==> config.mk <==
export PLATFORM = sky130hd
export DESIGN_NAME = gamepad_report_circular_stick_mapper_unit
export DESIGN_NICKNAME = d
export VERILOG_FILES = /design/src/gcsm_pkg.sv /design/src/gcsm_axis_unit.sv /design/src/gamepad_report_circular_stick_mapper_unit.sv
export SDC_FILE = /design/constraint.sdc
export NUM_CORES = 1
export LEC_CHECK = 0
export ABC_AREA = 1
export BUFFER_PORTS_ARGS = -buffer_cell sky130_fd_sc_hd__buf_2
export CORE_UTILIZATION = 40
export DETAILED_ROUTE_END_ITERATION = 16
export PLACE_DENSITY = 0.56
export SLEW_MARGIN = 20
export SYNTH_ARGS = -nofsm -noshare
export SYNTH_HDL_FRONTEND = slang
export SYNTH_SLANG_ARGS = --single-unit
==> constraint.sdc <==
create_clock -name clk_i -period 17.53 [get_ports clk_i]
set_clock_uncertainty 0.1 [all_clocks]
set_input_delay 0.8765 -clock clk_i [delete_from_list [all_inputs] [get_ports clk_i]]
set_output_delay 0.8765 -clock clk_i [all_outputs]
set_load 0.03 [all_outputs]
==> src/gcsm_pkg.sv <==
// ----------------------------------------------------------------------------
// gcsm_pkg: shared definitions for the circular stick mapper
// Constants, interface types and the hat decode table used by the mapper
// top level and its shared arithmetic unit.
// ----------------------------------------------------------------------------
package gcsm_pkg;

  // Reports shorter than this many bytes are dropped.
  localparam logic [6:0]  MinReportBytes = 7'd6;

  // Stick centre and the square-to-circle normalization constants.
  localparam logic [7:0]  AxisCentre     = 8'd128;
  localparam logic [15:0] RadicandOffset = 16'h8000;  // 2 * 128 * 128
  localparam logic [8:0]  CircleNorm     = 9'd181;
  localparam logic [7:0]  AxisMax        = 8'hFF;

  // Division by 181 is a multiply by ceil(2**22 / 181) and a shift by 22.
  // For products up to 128 * 181 the quotient comes out exact.
  localparam logic [14:0] CircleRecip      = 15'd23173;
  localparam int unsigned CircleRecipShift = 22;

  // The square root retires one result bit per step.
  localparam int unsigned NumSteps = 8;
  localparam int unsigned StepW    = $clog2(NumSteps);

  // Hat switch codes.
  localparam logic [3:0] HatN        = 4'd0;
  localparam logic [3:0] HatNE       = 4'd1;
  localparam logic [3:0] HatE        = 4'd2;
  localparam logic [3:0] HatSE       = 4'd3;
  localparam logic [3:0] HatS        = 4'd4;
  localparam logic [3:0] HatSW       = 4'd5;
  localparam logic [3:0] HatW        = 4'd6;
  localparam logic [3:0] HatNW       = 4'd7;

  // D-pad bit positions in the button word.
  localparam int unsigned DpadUp    = 0;
  localparam int unsigned DpadRight = 1;
  localparam int unsigned DpadDown  = 2;
  localparam int unsigned DpadLeft  = 3;

  // Bits of report byte five that feed the trigger levels.
  localparam int unsigned BtnL2 = 2;
  localparam int unsigned BtnR2 = 3;

  // Command from the sequencer to the shared axis unit.
  typedef struct packed {
    logic       start;
    logic [7:0] self_raw;
    logic [7:0] other_raw;
  } gcsm_axis_cmd_t;

  // Status from the shared axis unit back to the sequencer.
  typedef struct packed {
    logic       busy;
    logic       done;
    logic [7:0] value;
  } gcsm_axis_sts_t;

  // Hat code to d-pad bits {left, down, right, up}; released and
  // unused codes give no direction.
  function automatic logic [3:0] hat_to_dpad(input logic [3:0] hat);
    logic [3:0] dpad;
    dpad = '0;
    case (hat)
      HatN:    dpad[DpadUp] = 1'b1;
      HatNE:   begin
        dpad[DpadUp]    = 1'b1;
        dpad[DpadRight] = 1'b1;
      end
      HatE:    dpad[DpadRight] = 1'b1;
      HatSE:   begin
        dpad[DpadRight] = 1'b1;
        dpad[DpadDown]  = 1'b1;
      end
      HatS:    dpad[DpadDown] = 1'b1;
      HatSW:   begin
        dpad[DpadDown] = 1'b1;
        dpad[DpadLeft] = 1'b1;
      end
      HatW:    dpad[DpadLeft] = 1'b1;
      HatNW:   begin
        dpad[DpadLeft] = 1'b1;
        dpad[DpadUp]   = 1'b1;
      end
      default: dpad = '0;
    endcase
    return dpad;
  endfunction

endpackage

==> src/gcsm_axis_unit.sv <==
// ----------------------------------------------------------------------------
// gcsm_axis_unit: shared square-to-circle axis arithmetic
// Maps one raw axis given the other axis of the same stick, using one shared
// multiplier, a bit-serial square root and a reciprocal multiply for the
// divide by 181.
// ----------------------------------------------------------------------------
module gcsm_axis_unit
  import gcsm_pkg::*;
(
  input  logic           clk_i,
  input  logic           rst_ni,
  input  gcsm_axis_cmd_t cmd_i,
  output gcsm_axis_sts_t sts_o
);

  typedef enum logic [2:0] {
    ST_IDLE,
    ST_SQUARE,
    ST_ROOT,
    ST_MUL,
    ST_RECIP,
    ST_FIN
  } state_e;

  state_e           state_q;
  logic [StepW-1:0] step_q;
  logic             done_q;
  logic [7:0]       value_q;

  logic [7:0]  self_mag_q, other_mag_q;
  logic        self_neg_q;
  logic [15:0] rad_q;
  logic [7:0]  root_q;
  logic [8:0]  rem_q;
  logic [14:0] prod_q;
  logic [7:0]  quot_q;

  // Magnitude of the centred value raw - 128.
  logic [7:0] self_mag_d, other_mag_d;
  assign self_mag_d  = cmd_i.self_raw[7]  ? {1'b0, cmd_i.self_raw[6:0]}
                                          : AxisCentre - cmd_i.self_raw;
  assign other_mag_d = cmd_i.other_raw[7] ? {1'b0, cmd_i.other_raw[6:0]}
                                          : AxisCentre - cmd_i.other_raw;

  // The one multiplier: squares the other axis, scales this axis by the
  // root, then multiplies that product by the reciprocal of 181.
  logic [14:0] mul_a, mul_b;
  logic [29:0] mul_p;
  always_comb begin
    case (state_q)
      ST_SQUARE: begin
        mul_a = {7'b0, other_mag_q};
        mul_b = {7'b0, other_mag_q};
      end
      ST_MUL: begin
        mul_a = {7'b0, self_mag_q};
        mul_b = {7'b0, root_q};
      end
      default: begin
        mul_a = prod_q;
        mul_b = CircleRecip;
      end
    endcase
  end
  assign mul_p = mul_a * mul_b;

  // Square root step: bring down two radicand bits, try (root << 2) | 1.
  logic [10:0] rem_sh, trial, rem_sub;
  logic        root_ge;
  assign rem_sh  = {rem_q, rad_q[15:14]};
  assign trial   = {1'b0, root_q, 2'b01};
  assign root_ge = (rem_sh >= trial);
  assign rem_sub = rem_sh - trial;

  // Re-offset around the centre and clamp to the byte range.
  logic signed [9:0] sum;
  logic [7:0]        clamped;
  always_comb begin
    if (self_neg_q) begin
      sum = $signed({2'b00, AxisCentre}) - $signed({2'b00, quot_q});
    end else begin
      sum = $signed({2'b00, AxisCentre}) + $signed({2'b00, quot_q});
    end
    if (sum < 0) begin
      clamped = '0;
    end else if (sum > $signed({2'b00, AxisMax})) begin
      clamped = AxisMax;
    end else begin
      clamped = sum[7:0];
    end
  end

  always_ff @(posedge clk_i or negedge rst_ni) begin
    if (!rst_ni) begin
      state_q <= ST_IDLE;
      step_q  <= '0;
      done_q  <= 1'b0;
    end else begin
      done_q <= 1'b0;
      case (state_q)
        ST_IDLE: begin
          if (cmd_i.start) begin
            state_q <= ST_SQUARE;
          end
        end
        ST_SQUARE: begin
          step_q  <= '0;
          state_q <= ST_ROOT;
        end
        ST_ROOT: begin
          step_q <= step_q + 1'b1;
          if (step_q == StepW'(NumSteps - 1)) begin
            state_q <= ST_MUL;
          end
        end
        ST_MUL: begin
          state_q <= ST_RECIP;
        end
        ST_RECIP: begin
          state_q <= ST_FIN;
        end
        ST_FIN: begin
          done_q  <= 1'b1;
          state_q <= ST_IDLE;
        end
        default: state_q <= ST_IDLE;
      endcase
    end
  end

  // Datapath registers carry no reset.
  always_ff @(posedge clk_i) begin
    case (state_q)
      ST_IDLE: begin
        if (cmd_i.start) begin
          self_mag_q  <= self_mag_d;
          other_mag_q <= other_mag_d;
          self_neg_q  <= ~cmd_i.self_raw[7];
        end
      end
      ST_SQUARE: begin
        rad_q  <= RadicandOffset - mul_p[15:0];
        rem_q  <= '0;
        root_q <= '0;
      end
      ST_ROOT: begin
        rad_q  <= {rad_q[13:0], 2'b00};
        rem_q  <= root_ge ? rem_sub[8:0] : rem_sh[8:0];
        root_q <= {root_q[6:0], root_ge};
      end
      ST_MUL: begin
        // The product is at most 128 * 181, so fifteen bits hold it.
        prod_q <= mul_p[14:0];
      end
      ST_RECIP: begin
        // The quotient is at most 128 and fits in one byte.
        quot_q <= mul_p[CircleRecipShift +: 8];
      end
      ST_FIN: begin
        value_q <= clamped;
      end
      default: begin
      end
    endcase
  end

  assign sts_o.busy  = (state_q != ST_IDLE);
  assign sts_o.done  = done_q;
  assign sts_o.value = value_q;

endmodule

==> src/gamepad_report_circular_stick_mapper_unit.sv <==
// ----------------------------------------------------------------------------
// gamepad_report_circular_stick_mapper_unit: gamepad report stick mapper
// Maps the square-gate sticks of a six-byte report onto a circle and
// repacks the hat and buttons into one button word.
// ----------------------------------------------------------------------------
// Usage:
// Reports enter on the s_axis channel, one item per report, and mapped
// reports leave on the m_axis channel. A report whose length field is below
// six bytes is taken and dropped: it gives no output item and the input is
// ready again in the next cycle.
// A full report is worked on by one shared axis unit, one axis after the
// other. Each axis goes through the start hand-off, one multiply for the
// square of the other axis, eight square-root steps, one multiply by the
// root, one multiply by the reciprocal of 181, the clamp and the done
// hand-off. The input is not ready for the next report until the mapped
// item has been loaded into the output register.
// The mapped item sits in an output register. While it waits for the
// receiver, the input side stays ready and the next report is worked on; the
// sequencer holds in its final state only if that next result is done before
// the previous one was taken.
// Reset clears the sequencer and the output valid flag; nothing else is
// kept from one report to the next.
// ----------------------------------------------------------------------------
module gamepad_report_circular_stick_mapper_unit
  import gcsm_pkg::*;
(
  input  logic        clk_i,
  input  logic        rst_ni,

  input  logic        s_axis_tvalid_i,
  output logic        s_axis_tready_o,
  // From bit 0: left_x_raw, left_y_raw, right_x_raw, right_y_raw,
  // hat_and_face, shoulder_and_system, report_length (7), one zero pad bit.
  input  logic [55:0] s_axis_tdata_i,

  output logic        m_axis_tvalid_o,
  input  logic        m_axis_tready_i,
  // From bit 0: left_x, left_y, right_x, right_y, buttons (16),
  // left_trigger_level, right_trigger_level.
  output logic [63:0] m_axis_tdata_o
);

  typedef enum logic [1:0] {
    S_IDLE,
    S_START,
    S_WAIT,
    S_PUSH
  } state_e;

  state_e     state_q;
  logic [1:0] axis_idx_q;
  logic       out_valid_q;
  logic [63:0] out_data_q;

  // Captured report and per-axis results.
  logic [7:0] stick_q [4];
  logic [7:0] hat_face_q;
  logic [7:0] shoulder_q;
  logic [7:0] res_q [4];

  gcsm_axis_cmd_t axis_cmd;
  gcsm_axis_sts_t axis_sts;

  logic in_accept;
  logic long_enough;
  logic out_free;

  assign s_axis_tready_o = (state_q == S_IDLE);
  assign in_accept       = s_axis_tvalid_i && s_axis_tready_o;
  assign long_enough     = (s_axis_tdata_i[54:48] >= MinReportBytes);
  assign out_free        = !out_valid_q || m_axis_tready_i;

  // Each axis is mapped against the other axis of its own stick.
  always_comb begin
    axis_cmd.start = (state_q == S_START);
    case (axis_idx_q)
      2'd0: begin
        axis_cmd.self_raw  = stick_q[0];
        axis_cmd.other_raw = stick_q[1];
      end
      2'd1: begin
        axis_cmd.self_raw  = stick_q[1];
        axis_cmd.other_raw = stick_q[0];
      end
      2'd2: begin
        axis_cmd.self_raw  = stick_q[2];
        axis_cmd.other_raw = stick_q[3];
      end
      default: begin
        axis_cmd.self_raw  = stick_q[3];
        axis_cmd.other_raw = stick_q[2];
      end
    endcase
  end

  gcsm_axis_unit u_axis (
    .clk_i  (clk_i),
    .rst_ni (rst_ni),
    .cmd_i  (axis_cmd),
    .sts_o  (axis_sts)
  );

  // Button word: d-pad, face buttons, then byte five unchanged on top.
  logic [15:0] buttons;
  logic [7:0]  left_trig, right_trig;
  assign buttons    = {shoulder_q, hat_face_q[7:4], hat_to_dpad(hat_face_q[3:0])};
  assign left_trig  = shoulder_q[BtnL2] ? AxisMax : '0;
  assign right_trig = shoulder_q[BtnR2] ? AxisMax : '0;

  always_ff @(posedge clk_i or negedge rst_ni) begin
    if (!rst_ni) begin
      state_q     <= S_IDLE;
      axis_idx_q  <= '0;
      out_valid_q <= 1'b0;
    end else begin
      // A new result replaces a taken one in the same cycle.
      if (state_q == S_PUSH && out_free) begin
        out_valid_q <= 1'b1;
      end else if (m_axis_tready_i) begin
        out_valid_q <= 1'b0;
      end
      case (state_q)
        S_IDLE: begin
          if (in_accept && long_enough) begin
            axis_idx_q <= '0;
            state_q    <= S_START;
          end
        end
        S_START: begin
          state_q <= S_WAIT;
        end
        S_WAIT: begin
          // The unit is still in its first state during the start cycle.
          if (axis_sts.done) begin
            if (axis_idx_q == 2'd3) begin
              state_q <= S_PUSH;
            end else begin
              axis_idx_q <= axis_idx_q + 1'b1;
              state_q    <= S_START;
            end
          end
        end
        S_PUSH: begin
          if (out_free) begin
            state_q <= S_IDLE;
          end
        end
        default: state_q <= S_IDLE;
      endcase
    end
  end

  // Payload registers.
  always_ff @(posedge clk_i) begin
    if (in_accept) begin
      stick_q[0] <= s_axis_tdata_i[7:0];
      stick_q[1] <= s_axis_tdata_i[15:8];
      stick_q[2] <= s_axis_tdata_i[23:16];
      stick_q[3] <= s_axis_tdata_i[31:24];
      hat_face_q <= s_axis_tdata_i[39:32];
      shoulder_q <= s_axis_tdata_i[47:40];
    end
    if (state_q == S_WAIT && axis_sts.done) begin
      res_q[axis_idx_q] <= axis_sts.value;
    end
    if (state_q == S_PUSH && out_free) begin
      out_data_q <= {right_trig, left_trig, buttons,
                     res_q[3], res_q[2], res_q[1], res_q[0]};
    end
  end

  assign m_axis_tvalid_o = out_valid_q;
  assign m_axis_tdata_o  = out_data_q;

endmodule

# Yosys cells after proc, flatten, opt, wreduce, memory -nomap -nowiden
# Memories as Yosys holds them, arrays and structs flattened. A register that Yosys moved wholly into a read port is not among the register bits.
# Cells that the tools add are included.
# word_totals
ff_bits	173
ram_bits	64
inputBits	60
out_inout_bits	66
n_memories	2
# mem_list
memory	words	width	read_ports	rd_clocked_by_memory_dff	write_ports	line	text
res_q	4	8	4	4	1	gamepad_report_circular_stick_mapper_unit.sv:59	logic [7:0] res_q [4];
stick_q	4	8	4	0	4	gamepad_report_circular_stick_mapper_unit.sv:56	logic [7:0] stick_q [4];
# op_classes
addsub	8
multipliers	1
magnitude_cmp	4
n_eq_ne	25
muxes	37
bitwise_logic	1
reduce_logical	21
# op_table
op	n
one-hot mux 15 bit (2 select lines)	2
one-hot mux 16 bit (3 select lines)	1
one-hot mux 16 bit (2 select lines)	1
multiplier 15 x 15 -> 30 bit	1
two-way mux 8 bit	3
one-hot mux 9 bit (2 select lines)	1
equality test 4 x 3 -> 1 bit, second input constant	4
one-hot mux 8 bit (2 select lines)	1
subtractor 16 bit, first input constant	1
subtractor 8 bit, first input constant	2
one-hot mux 3 bit (5 select lines)	1
two-way mux 2 bit	7
two-way mux 7 bit	2
OR reduction 3 bit	4
>= comparator 11 x 10 -> 1 bit	1
two-way mux 1 bit	11
greater-than comparator 10 x 9 -> 1 bit, second input constant	1
< comparator 10 x 1 -> 1 bit, second input constant	1
two-way mux 10 bit	1
adder 8 x 8 -> 9 bit, first input constant	1
equality test 3 bit, second input constant	3
two-way mux 9 bit	1
subtractor 8 x 8 -> 9 bit, first input constant	1
subtractor 9 bit	1
26 further kinds	44

# Longest topological paths before layout
# Gate-level depths: netlist (run 1).
# logic_depth
word_depth	5
depth_mapped	34
depth_no_buf	34

# By module
# Synthesis (run 1) repeated with hierarchy kept, for this count alone.
# unflattened
cells_unflattened	1558
hier_area_um2	15678.8
# modules_own_cells
mod	instances	cells_each	area_each_um2	seq_area_each_um2
gcsm_axis_unit	1	1259	10851.7	2607.5
gamepad_report_circular_stick_mapper_unit	1	299	4827.1	3968.8

# Worst setup path after synthesis (run 1)
# OpenSTA, ideal clock, no wires.
# synth_timing
path_type	reg2reg
from	register u_axis.state_q[2]
to	register u_axis.rad_q[14] (data pin)
arrival_time_ps	6004
t_required_ps	17177
path_slack_ps	11173
path_stages_with_launch	32
path_buffers	1
path_cell_list	dfrtp_1 > inv_2 > nand3_2 > inv_2 > buf_2 > a21oi_1 > o21ai_0 > inv_1 > nor2_1 > fa_1 > inv_1 > fa_1 > inv_1 > fa_1 > inv_1 > fa_1 > inv_1 > fa_1 > inv_1 > fa_1 > inv_1 > ha_1 > nand2_1 > inv_1 > a21oi_1 > nand3_2 > nand2_1 > nand2_1 > nor2_2 > nand3_1 > nand3_1 > nand2_1
# synth_via
elab_chain_cells	5
word_cells_on_any_way	8
cone_classes	add/sub (1); mul (1); eq/ne (3); mux (3)
# synth_rtl
item	line	text
start, declared	gcsm_axis_unit.sv:25	state_e state_q;
start signal, assigned	gcsm_axis_unit.sv:95	state_q <= ST_IDLE;
start signal, assigned	gcsm_axis_unit.sv:103	state_q <= ST_SQUARE;
start signal, assigned	gcsm_axis_unit.sv:108	state_q <= ST_ROOT;
equality test 3 x 2 -> 1 bit / equality test 3 x 1 -> 1 bit (equally long branches)	gcsm_axis_unit.sv:50	case (state_q)
one-hot mux 15 bit (2 select lines)	gcsm_axis_unit.sv:50	
multiplier 15 x 15 -> 30 bit (*)	gcsm_axis_unit.sv:65	assign mul_p = mul_a * mul_b;
named net u_axis.mul_p[12]	gcsm_axis_unit.sv:48	logic [29:0] mul_p;
subtractor 16 bit (*)	gcsm_axis_unit.sv:142	rad_q <= RadicandOffset - mul_p[15:0];
one-hot mux 16 bit (2 select lines) (*)	gcsm_axis_unit.sv:133	case (state_q)
end signal, assigned	gcsm_axis_unit.sv:142	
end signal, assigned	gcsm_axis_unit.sv:147	rad_q <= {rad_q[13:0], 2'b00};
end, declared	gcsm_axis_unit.sv:32	logic [15:0] rad_q;
# The timed path passes the listed nets; every way through them passes the cells marked *.
# A chain may end at the register's enable or synchronous reset.

# Worst setup path in the final report (run 1)
# Ends and elaborated chain as after synthesis.

==> out/metrics.cfg, run 1 <==
[run_status]
run_status=complete, no violations

[drt]
detailedRoute.firstPassIterationCount=6
wirelength_mm=33.9
routed-via-count=10600
avgViaCountPerCell=4.71
drt_iter0_markers=551
drc_errors=0
final_antenna_net_count=0
drt-wirelength-per-cell_um=15.1

[clocking]
maximum_count_of_clock_buffers_along_a_single_path=3
cts-hold-fix-buffers=0
cts_root_buffer=sky130_fd_sc_hd__clkbuf_16
numCtsBuffers=23
cts_num_sinks=221
post_cts_resize_count=0
clock_latency_ns=0.51
clkSlewWorstSetupHoldPaths_ns=0.07
depth_of_the_cts_h_tree=1
cts_tree=done
post_cts_buffers=0

[sta]
finalCritPeriodShare_pct=43.2
drv_slew=0
fin_tns_setup_ns=0
worst_pin_slew_ns=0.910
grt_setup_unrepaired=no
final-hold-violation-count=0
finalCriticalPeriod_ns=7.58
setup_viol_count_final=0
worst_slack_ns=9.95
maxSlewHeadroom_pct=39.1
max_clock_freq_mhz=132

[logic_synthesis]
yosys.cell_types.count=46
synth-compound-area-share_pct=5.86
ys_seq_area_share_pct=42.0
synthMuxAreaShare_pct=0
yosysWarnings=0
synth_top_flop_cell=sky130_fd_sc_hd__edfxtp_1
simple_gate_share_of_the_synthesized_area_pct=13.7
synth_xor_area_share_pct=2.07
post_synthesis_average_cell_area_um2=10.1
synth_edf_count=209
post_synth_fa_ha_maj_area_fraction_pct=26.8
synth.ff_latch_count=221
main_combinational_cell_family_by_area_after_synthesis=adder cells
synthArstFlopShare_pct=5.43
syn_area_um2=15700
synthesis.instances=1554

[critical_path]
worst-r2r-setup-slack_ns=9.95
crit-reg2reg-capture=u_axis.rad_q[14]$_DFFE_PP_
critPathKind=reg2reg
start_kind=flop
timing.critical_path.required_ns=17.67
critical-path-max-stage-delay_ns=0.57
critical-path-slowest-cell=sky130_fd_sc_hd__a211oi_2
critPathArrivalTime_ns=7.72
regToRegStartpoint=u_axis.state_q[2]$_DFFE_PN0P_
path_delay_family=adder cells
cp_common_cell=sky130_fd_sc_hd__inv_1
critical_path.endpoint_type=flop
cp_num_buf_inv=8
timing.reg2reg.worst_path_depth=29
path_max_fanout=15

[layout]
num-nets-final=2030
area.growth.synth_to_final_pct=12.3
post_route_cells_drive_above_1_share_pct=11.9
stdcell_count=2242
layout.cells.most_common=sky130_fd_sc_hd__inv_1
layout_common_cells=sky130_fd_sc_hd__inv_1, sky130_fd_sc_hd__nand2_1, sky130_fd_sc_hd__edfxtp_1, sky130_fd_sc_hd__ha_1, sky130_fd_sc_hd__nor2_1

[placement]
buffer_ports.inserted=123
place.detailed.instances=2202
dpl.hpwl_mm=27.9
gp_congestion=0.894
dpl_ws_ns=10.0

[global_routing]
globalRouteOverflowTotal=0
antenna_found_initial=1
first_pass_grt_wire_length_mm=55.8
track_usage_pct=18.0
grt_start_max_net_pins=49
first_global_vias=10800

[floorplan]
starting_density_pct=40.5
floorplan.io_pins=126
core_area_um2=38600
die_wd_um=200
fp.dieArea_um2=39900
num_rows=72
chipHeight_um=200

[run]
max-cap-violations=0

[pwr]
power_density_nw_per_um2=82.4
leakagePower_nw=8.33
total_power_w=0.00145
ir_drop_mv=0.0685

[hold_path]
hp-class=in2async

## area by class of cell
class                           count  area [µm²]
Antenna cell                        1        2.50
Inverter                          345        1290
Clock inverter                      9        51.3
Clock buffer                       30         612
Tap cell                          518         648
Multi-Input combinational cell    989        7740
Fill cell                        3728       21100
Sequential cell                   221        6580
Timing Repair Buffer              129         661
## power by group
group	total (W)	switching (W)	internal, W
combinational	0.000429	0.000282	0.000147
clock	0.000439	0.000193	0.000245
sequential	0.000581	0.00000000000000000000609	0.000581
## sequential cells by signal, summed over array words and instances, names as in the netlist, 2 cells and up
name                count
u_axis.state_q          3
hat_face_q              8
m_axis_tdata_o         48
u_axis.rad_q           16
u_axis.value_q          8
stick_q                32
u_axis.prod_q          15
u_axis.rem_q            9
u_axis.other_mag_q      8
axis_idx_q              2
u_axis.step_q           3
state_q                 2
u_axis.self_mag_q       8
res_q                  32
u_axis.quot_q           8
shoulder_q              8
u_axis.root_q           8
## stage by stage
step                      utilization [%]  area (µm²)  hold slack (ns)
after CTS                            45.5       17600            0.133
after global placement               43.8       16900            0.301
final                                45.5       17600            0.144
after global routing                 45.5       17600            0.149
after floorplan                         -       15800            0.300
after detailed placement             43.8       16900            0.305
## cells by family (layout without fill, tap and decap cells)
kind of cell             count (synthesis)  in the layout
flip-flops                             221            221
other                                    2             36
AND/OR/NAND/NOR                        501            501
buffers and inverters                  377            513
adder cells (fa/ha/maj)                261            261
AO/OA/AOI/OAI                          155            155
XOR/XNOR                                37             37
## per-layer routing
metal  up-vias  routed length, µm  global-route usage [%]
met1      5087              15500                    25.0
li1       5255                  -                       -
met3        40               1310                    1.65
met4         0                599                    3.56
met5         -                  0                       0
met2       187              16500                    30.7
## worst max-delay path by stage
stage / from / to / cells past startpoint
after global routing: u_axis.state_q[2]$_DFFE_PN0P_ / u_axis.rad_q[14]$_DFFE_PP_ / 29
after global placement: u_axis.state_q[2]$_DFFE_PN0P_ / u_axis.rad_q[15]$_DFFE_PP_ / 29
after floorplan: u_axis.state_q[2]$_DFFE_PN0P_ / u_axis.rad_q[14]$_DFFE_PP_ / 31
after detailed placement: u_axis.state_q[2]$_DFFE_PN0P_ / u_axis.rad_q[14]$_DFFE_PP_ / 29
after CTS: u_axis.state_q[2]$_DFFE_PN0P_ / u_axis.rad_q[14]$_DFFE_PP_ / 29
final: u_axis.state_q[2]$_DFFE_PN0P_ / u_axis.rad_q[14]$_DFFE_PP_ / 29
## Yosys cell counts, types with 12 or more instances
| cell type | instances | area (µm²) |
|---|---|---|
| sky130_fd_sc_hd__inv_1 | 336 | 1260 |
| sky130_fd_sc_hd__nand2_1 | 254 | 953 |
| sky130_fd_sc_hd__edfxtp_1 | 209 | 6280 |
| sky130_fd_sc_hd__ha_1 | 138 | 1730 |
| sky130_fd_sc_hd__nor2_1 | 138 | 518 |
| sky130_fd_sc_hd__fa_1 | 123 | 2460 |
| sky130_fd_sc_hd__nand3_1 | 54 | 270 |
| sky130_fd_sc_hd__o21ai_0 | 52 | 260 |
| sky130_fd_sc_hd__a21oi_1 | 47 | 235 |
| sky130_fd_sc_hd__xor2_1 | 28 | 245 |
| sky130_fd_sc_hd__buf_4 | 18 | 135 |
| sky130_fd_sc_hd__o22ai_1 | 13 | 81.3 |
| sky130_fd_sc_hd__dfrtp_1 | 12 | 300 |
Note: power is estimated with default switching activity, not from simulation.
==> inputs of run 2 (changes only) <==
Settings changed: PLACE_DENSITY 0.56 to 0.58.
Clock period 17.53 ns to 6.9 ns, I/O delays scaled along.
==> out/metrics.cfg, run 2 (synthesis results as in run 1) <==
[sta]
max_clock_freq_mhz=152
drv_slew=0
worst_slack_ns=0.326
maxSlewHeadroom_pct=45.8
finalHoldWorstSlack_ns=0.0772
worst_pin_slew_ns=0.809
finalCritPeriodShare_pct=95.3
final-hold-violation-count=0
grt_setup_unrepaired=yes
finalCriticalPeriod_ns=6.57
setup_viol_count_final=0

[drt]
routed-via-count=11000
wirelength_mm=34.5
drt_iter0_markers=627
drt-wirelength-per-cell_um=14.8
detailedRoute.firstPassIterationCount=5
final_antenna_net_count=0
avgViaCountPerCell=4.71
drc_errors=0

[run_status]
run_status=complete, no violations

[pwr]
ir_drop_mv=0.172
leakagePower_nw=8.76
power_density_nw_per_um2=211

[critical_path]
critPathKind=reg2reg
start_kind=flop
path_max_fanout=10
startpoint=u_axis.state_q[2]$_DFFE_PN0P_
critical-path-max-stage-delay_ns=0.54
critical_path.endpoint_type=flop
timing.critical_path.required_ns=7.07
critPathArrivalTime_ns=6.75
critical-path-slowest-cell=sky130_fd_sc_hd__fa_1
regToRegStartpoint=u_axis.state_q[2]$_DFFE_PN0P_
path_delay_family=adder cells
cp_num_buf_inv=7

[run]
max-cap-violations=0

[placement]
dpl_ws_ns=0.0390
buffer_ports.inserted=123
place.detailed.instances=2230
dpl.hpwl_mm=27.9
gp_congestion=0.913

[layout]
largest_reg_flops=48
stdcell_count=2327
num-nets-final=2113
area.growth.synth_to_final_pct=18.7
antenna_cells_inserted=0
nFillCells=3597
layout_common_cells=sky130_fd_sc_hd__inv_1, sky130_fd_sc_hd__nand2_1, sky130_fd_sc_hd__edfxtp_1, sky130_fd_sc_hd__ha_1, sky130_fd_sc_hd__nor2_1
post_route_cells_drive_above_1_share_pct=14.5
layout.cells.most_common=sky130_fd_sc_hd__inv_1

[clocking]
numCtsBuffers=24
cts_num_sinks=221
maximum_count_of_clock_buffers_along_a_single_path=3
cts_tree=done
cts_root_buffer=sky130_fd_sc_hd__clkbuf_16
depth_of_the_cts_h_tree=1
clock_latency_ns=0.52
clkSlewWorstSetupHoldPaths_ns=0.06

[floorplan]
num_rows=72
floorplan.io_pins=126
chipHeight_um=200
core_area_um2=38600
die_wd_um=200
fp.dieArea_um2=39900
starting_density_pct=40.5

[global_routing]
antenna_found_initial=0
first_pass_grt_wire_length_mm=56.6
first_global_vias=11100
track_usage_pct=18.0
globalRouteOverflowTotal=0
grt_start_max_net_pins=49

[hold_path]
hp-class=in2reg
hold_path.startpoint=s_axis_tvalid_i

run 2: changes by cell type in the layout (fill, tap and decap cells not counted), sizes merged:
cell	delta
dlygate4sd3	+50
inv	+2
diode	-1
bufinv	+3
buf	+32
clkbuf	-1
run 2: through the flow:
step | TNS [ns] | util, % | total power [W] | area, µm²
2_1_floorplan | 0 | - | 0.00226 | 15800
3_3_place_gp | 0 | 44.3 | 0.00258 | 17100
3_5_place_dp | 0 | 44.3 | 0.00261 | 17100
4_1_cts | 0 | 47.7 | 0.00393 | 18400
5_1_grt | -0.0580 | 48.1 | 0.00417 | 18600
6_report | 0 | 48.1 | 0.00393 | 18600
run 2: worst register-to-register path: cells and delay by family (launching register included):
family | cells | cell delay (ns)
flip-flops | 1 | 0.45
buffers and inverters | 7 | 0.47
adder cells (fa/ha/maj) | 7 | 3.39
AO/OA/AOI/OAI | 1 | 0.33
AND/OR/NAND/NOR | 15 | 1.59
run 2: layout make-up:
| class | instances | area (µm²) | share of cell area, % |
|---|---|---|---|
| inverter | 345 | 1300 | 6.98 |
| clock buffer | 29 | 641 | 3.45 |
| timing repair buffer | 211 | 1410 | 7.56 |
| clock inverter | 14 | 156 | 0.842 |
| tap | 518 | 648 | 3.49 |
| multi-input combinational | 989 | 7850 | 42.3 |
| sequential | 221 | 6580 | 35.4 |
run 2: what timing repair did:
| item | 4_1_cts | 5_1_grt |
|---|---|---|
| setup buffers | 0 | 4 |
| endpoints found under the setup margin | 0 | 14 |
| hold buffers | 50 | 0 |
| endpoints found under the hold margin | 61 | 0 |
| resized for setup | 0 | 30 |
run 2: path summary, 6_finish.rpt:
| check | cells after the start | endpoint | slack (ns) |
|---|---|---|---|
| setup / recovery | 30 | u_axis.rad_q[15]$_DFFE_PP_ | 0.33 |
| hold / removal | 5 | state_q[1]$_DFFE_PN0P_ | 0.08 |
| setup reg to reg | 30 | u_axis.rad_q[15]$_DFFE_PP_ | 0.33 |
| hold reg to reg | 0 | m_axis_tdata_o[38]$_DFFE_PP_ | 0.31 |
| max in group asynchronous | 2 | u_axis.state_q[0]$_DFFE_PN0P_ | 6.30 |
| min in group asynchronous | 2 | m_axis_tvalid_o$_DFFE_PN0P_ | 0.16 |
run 2: report_power, final:
| part | total [W] | switching, W | internal [W] |
|---|---|---|---|
| registers | 0.00148 | 0.0000000000000000000113 | 0.00148 |
| clock network | 0.00129 | 0.000511 | 0.000775 |
| logic | 0.00117 | 0.000728 | 0.000439 |
| total | 0.00393 | 0.00124 | 0.00269 |
run 2: metal layers:
| layer | vias to the layer above | global-route usage (%) | wire, µm |
|---|---|---|---|
| met5 | - | 0 | 0 |
| met2 | 201 | 31.2 | 16900 |
| li1 | 5420 | - | - |
| met3 | 37 | 2.00 | 1490 |
| met1 | 5293 | 24.6 | 15600 |
| met4 | 0 | 3.11 | 530 |
==> inputs of run 3 (changes only) <==
Settings changed: HOLD_SLACK_MARGIN from default to 0.1, PLACE_DENSITY 0.58 to 0.56.
Clock period 6.9 ns to 8 ns, I/O delays scaled along.
==> out/metrics.cfg, run 3 (synthesis results as in run 1) <==
[critical_path]
critical_path.endpoint_type=flop
timing.critical_path.required_ns=8.17
critical-path-max-stage-delay_ns=0.55
worst-r2r-setup-slack_ns=0.59
cp_common_cell=sky130_fd_sc_hd__inv_1
regToRegStartpoint=u_axis.state_q[2]$_DFFE_PN0P_
critical-path-slowest-cell=sky130_fd_sc_hd__a211oi_2
start_kind=flop
critPathArrivalTime_ns=7.59
timing.reg2reg.worst_path_depth=29
path_max_fanout=15
crit-reg2reg-capture=u_axis.rad_q[12]$_DFFE_PP_
critPathKind=reg2reg

[clocking]
cts_root_buffer=sky130_fd_sc_hd__clkbuf_16
depth_of_the_cts_h_tree=1
maximum_count_of_clock_buffers_along_a_single_path=3
cts_num_sinks=221
clkSlewWorstSetupHoldPaths_ns=0.06
cts_tree=done
post_cts_resize_count=0
clock_latency_ns=0.53
cts-hold-fix-buffers=50
numCtsBuffers=23
post_cts_buffers=0

[hold_path]
endpoint_of_the_worst_hold_timing_path=state_q[1]$_DFFE_PN0P_
hold_path.startpoint=s_axis_tvalid_i
hp-class=in2reg
min_path_cells=5

[layout]
layout.cells.most_common=sky130_fd_sc_hd__inv_1
antenna_cells_inserted=0
area.growth.synth_to_final_pct=16.4
fin_area_um2=18200
post_route_cells_drive_above_1_share_pct=11.7
largest_reg_flops=48
nFillCells=3638
stdcell_count=2295
layout_common_cells=sky130_fd_sc_hd__inv_1, sky130_fd_sc_hd__nand2_1, sky130_fd_sc_hd__edfxtp_1, sky130_fd_sc_hd__ha_1, sky130_fd_sc_hd__nor2_1
num-nets-final=2083

[sta]
maxSlewHeadroom_pct=44.2
grt_setup_unrepaired=no
worst_pin_slew_ns=0.834
finalCritPeriodShare_pct=92.7
setup_viol_count_final=0
worst_slack_ns=0.585
fin_tns_setup_ns=0
max_clock_freq_mhz=135
drv_slew=0
final-hold-violation-count=0
finalCriticalPeriod_ns=7.41

[placement]
dpl_ws_ns=0.687
placedInstanceArea_um2=16900
gp_congestion=0.927
buffer_ports.inserted=123
dpl.hpwl_mm=28.2
place.detailed.instances=2205

[drt]
avgViaCountPerCell=4.68
final_antenna_net_count=0
detailedRoute.firstPassIterationCount=5
routed-via-count=10800
drt-wirelength-per-cell_um=15.2
wirelength_mm=34.9
drc_errors=0
drt_iter0_markers=542

[pwr]
power_density_nw_per_um2=183
comb_power_share_pct=28.0
ir_drop_mv=0.127
p_switching_w=0.00104
internal_power_w=0.00230
total_power_w=0.00334
leakagePower_nw=8.61
power.share.clock_pct=33.9
power.switching_fraction_pct=31.1
sequentialPowerShare_pct=38.1

[floorplan]
starting_density_pct=40.5
num_rows=72
fp.dieArea_um2=39900
core_area_um2=38600
chipHeight_um=200
floorplan.io_pins=126
die_wd_um=200

[global_routing]
globalRouteOverflowTotal=0
first_global_vias=11000
antenna_found_initial=0
track_usage_pct=18.4
first_pass_grt_wire_length_mm=56.9
grt_start_max_net_pins=49

[run_status]
run_status=complete, no violations

[run]
max-cap-violations=0

[run 3: routing by layer]
layer	GRT usage, %	vias to the layer above	wire (µm)
met4	4.18	0	554
met1	25.0	5164	16100
met2	31.5	177	16900
met5	0	-	0
li1	-	5376	-
met3	2.12	34	1250
[run 3: metrics by stage]
| step | utilization, % | hold slack (ns) |
|---|---|---|
| 2_1_floorplan | - | 0.00441 |
| 3_3_place_gp | 43.8 | 0.195 |
| 3_5_place_dp | 43.8 | 0.203 |
| 4_1_cts | 47.2 | 0.105 |
| 5_1_grt | 47.2 | 0.137 |
| 6_report | 47.2 | 0.112 |
[run 3: power groups by stage]
stage	combinational (W)	sequential, W	clock (W)
after floorplan	0.000648	0.00130	0
after global placement	0.000899	0.00130	0
after detailed placement	0.000909	0.00130	0
after CTS	0.000943	0.00127	0.00116
after global routing	0.00107	0.00127	0.00120
final	0.000936	0.00127	0.00113
[run 3: how the worst max path moves through the flow]
stage	slack (ns)	from	cells past startpoint	to
final	0.59	u_axis.state_q[2]$_DFFE_PN0P_	29	u_axis.rad_q[12]$_DFFE_PP_
after CTS	0.61	u_axis.state_q[2]$_DFFE_PN0P_	29	u_axis.rad_q[12]$_DFFE_PP_
after detailed placement	0.69	u_axis.state_q[2]$_DFFE_PN0P_	29	u_axis.rad_q[12]$_DFFE_PP_
after global placement	0.78	u_axis.state_q[2]$_DFFE_PN0P_	29	u_axis.rad_q[12]$_DFFE_PP_
after floorplan	1.64	u_axis.state_q[2]$_DFFE_PN0P_	31	u_axis.rad_q[14]$_DFFE_PP_
after global routing	0.09	u_axis.state_q[2]$_DFFE_PN0P_	29	u_axis.rad_q[12]$_DFFE_PP_
[run 3: layout make-up]
| cell class | instances | area, µm² | area share [%] |
|---|---|---|---|
| multi-input combinational | 989 | 7740 | 42.4 |
| sequential | 221 | 6580 | 36.1 |
| inverter | 345 | 1290 | 7.10 |
| timing repair buffer | 182 | 1180 | 6.49 |
| tap | 518 | 648 | 3.56 |
| clock buffer | 28 | 594 | 3.26 |
| clock inverter | 12 | 195 | 1.07 |
[run 3: critical path: cells and delay by family (launching register included)]
kind / cells / cell delay, ns
and+or+nand+nor: 10 / 1.59
AOI/OAI and AO/OA: 4 / 0.99
DFF: 1 / 0.43
adders and majority gates: 7 / 3.52
buffers and inverters: 8 / 0.53
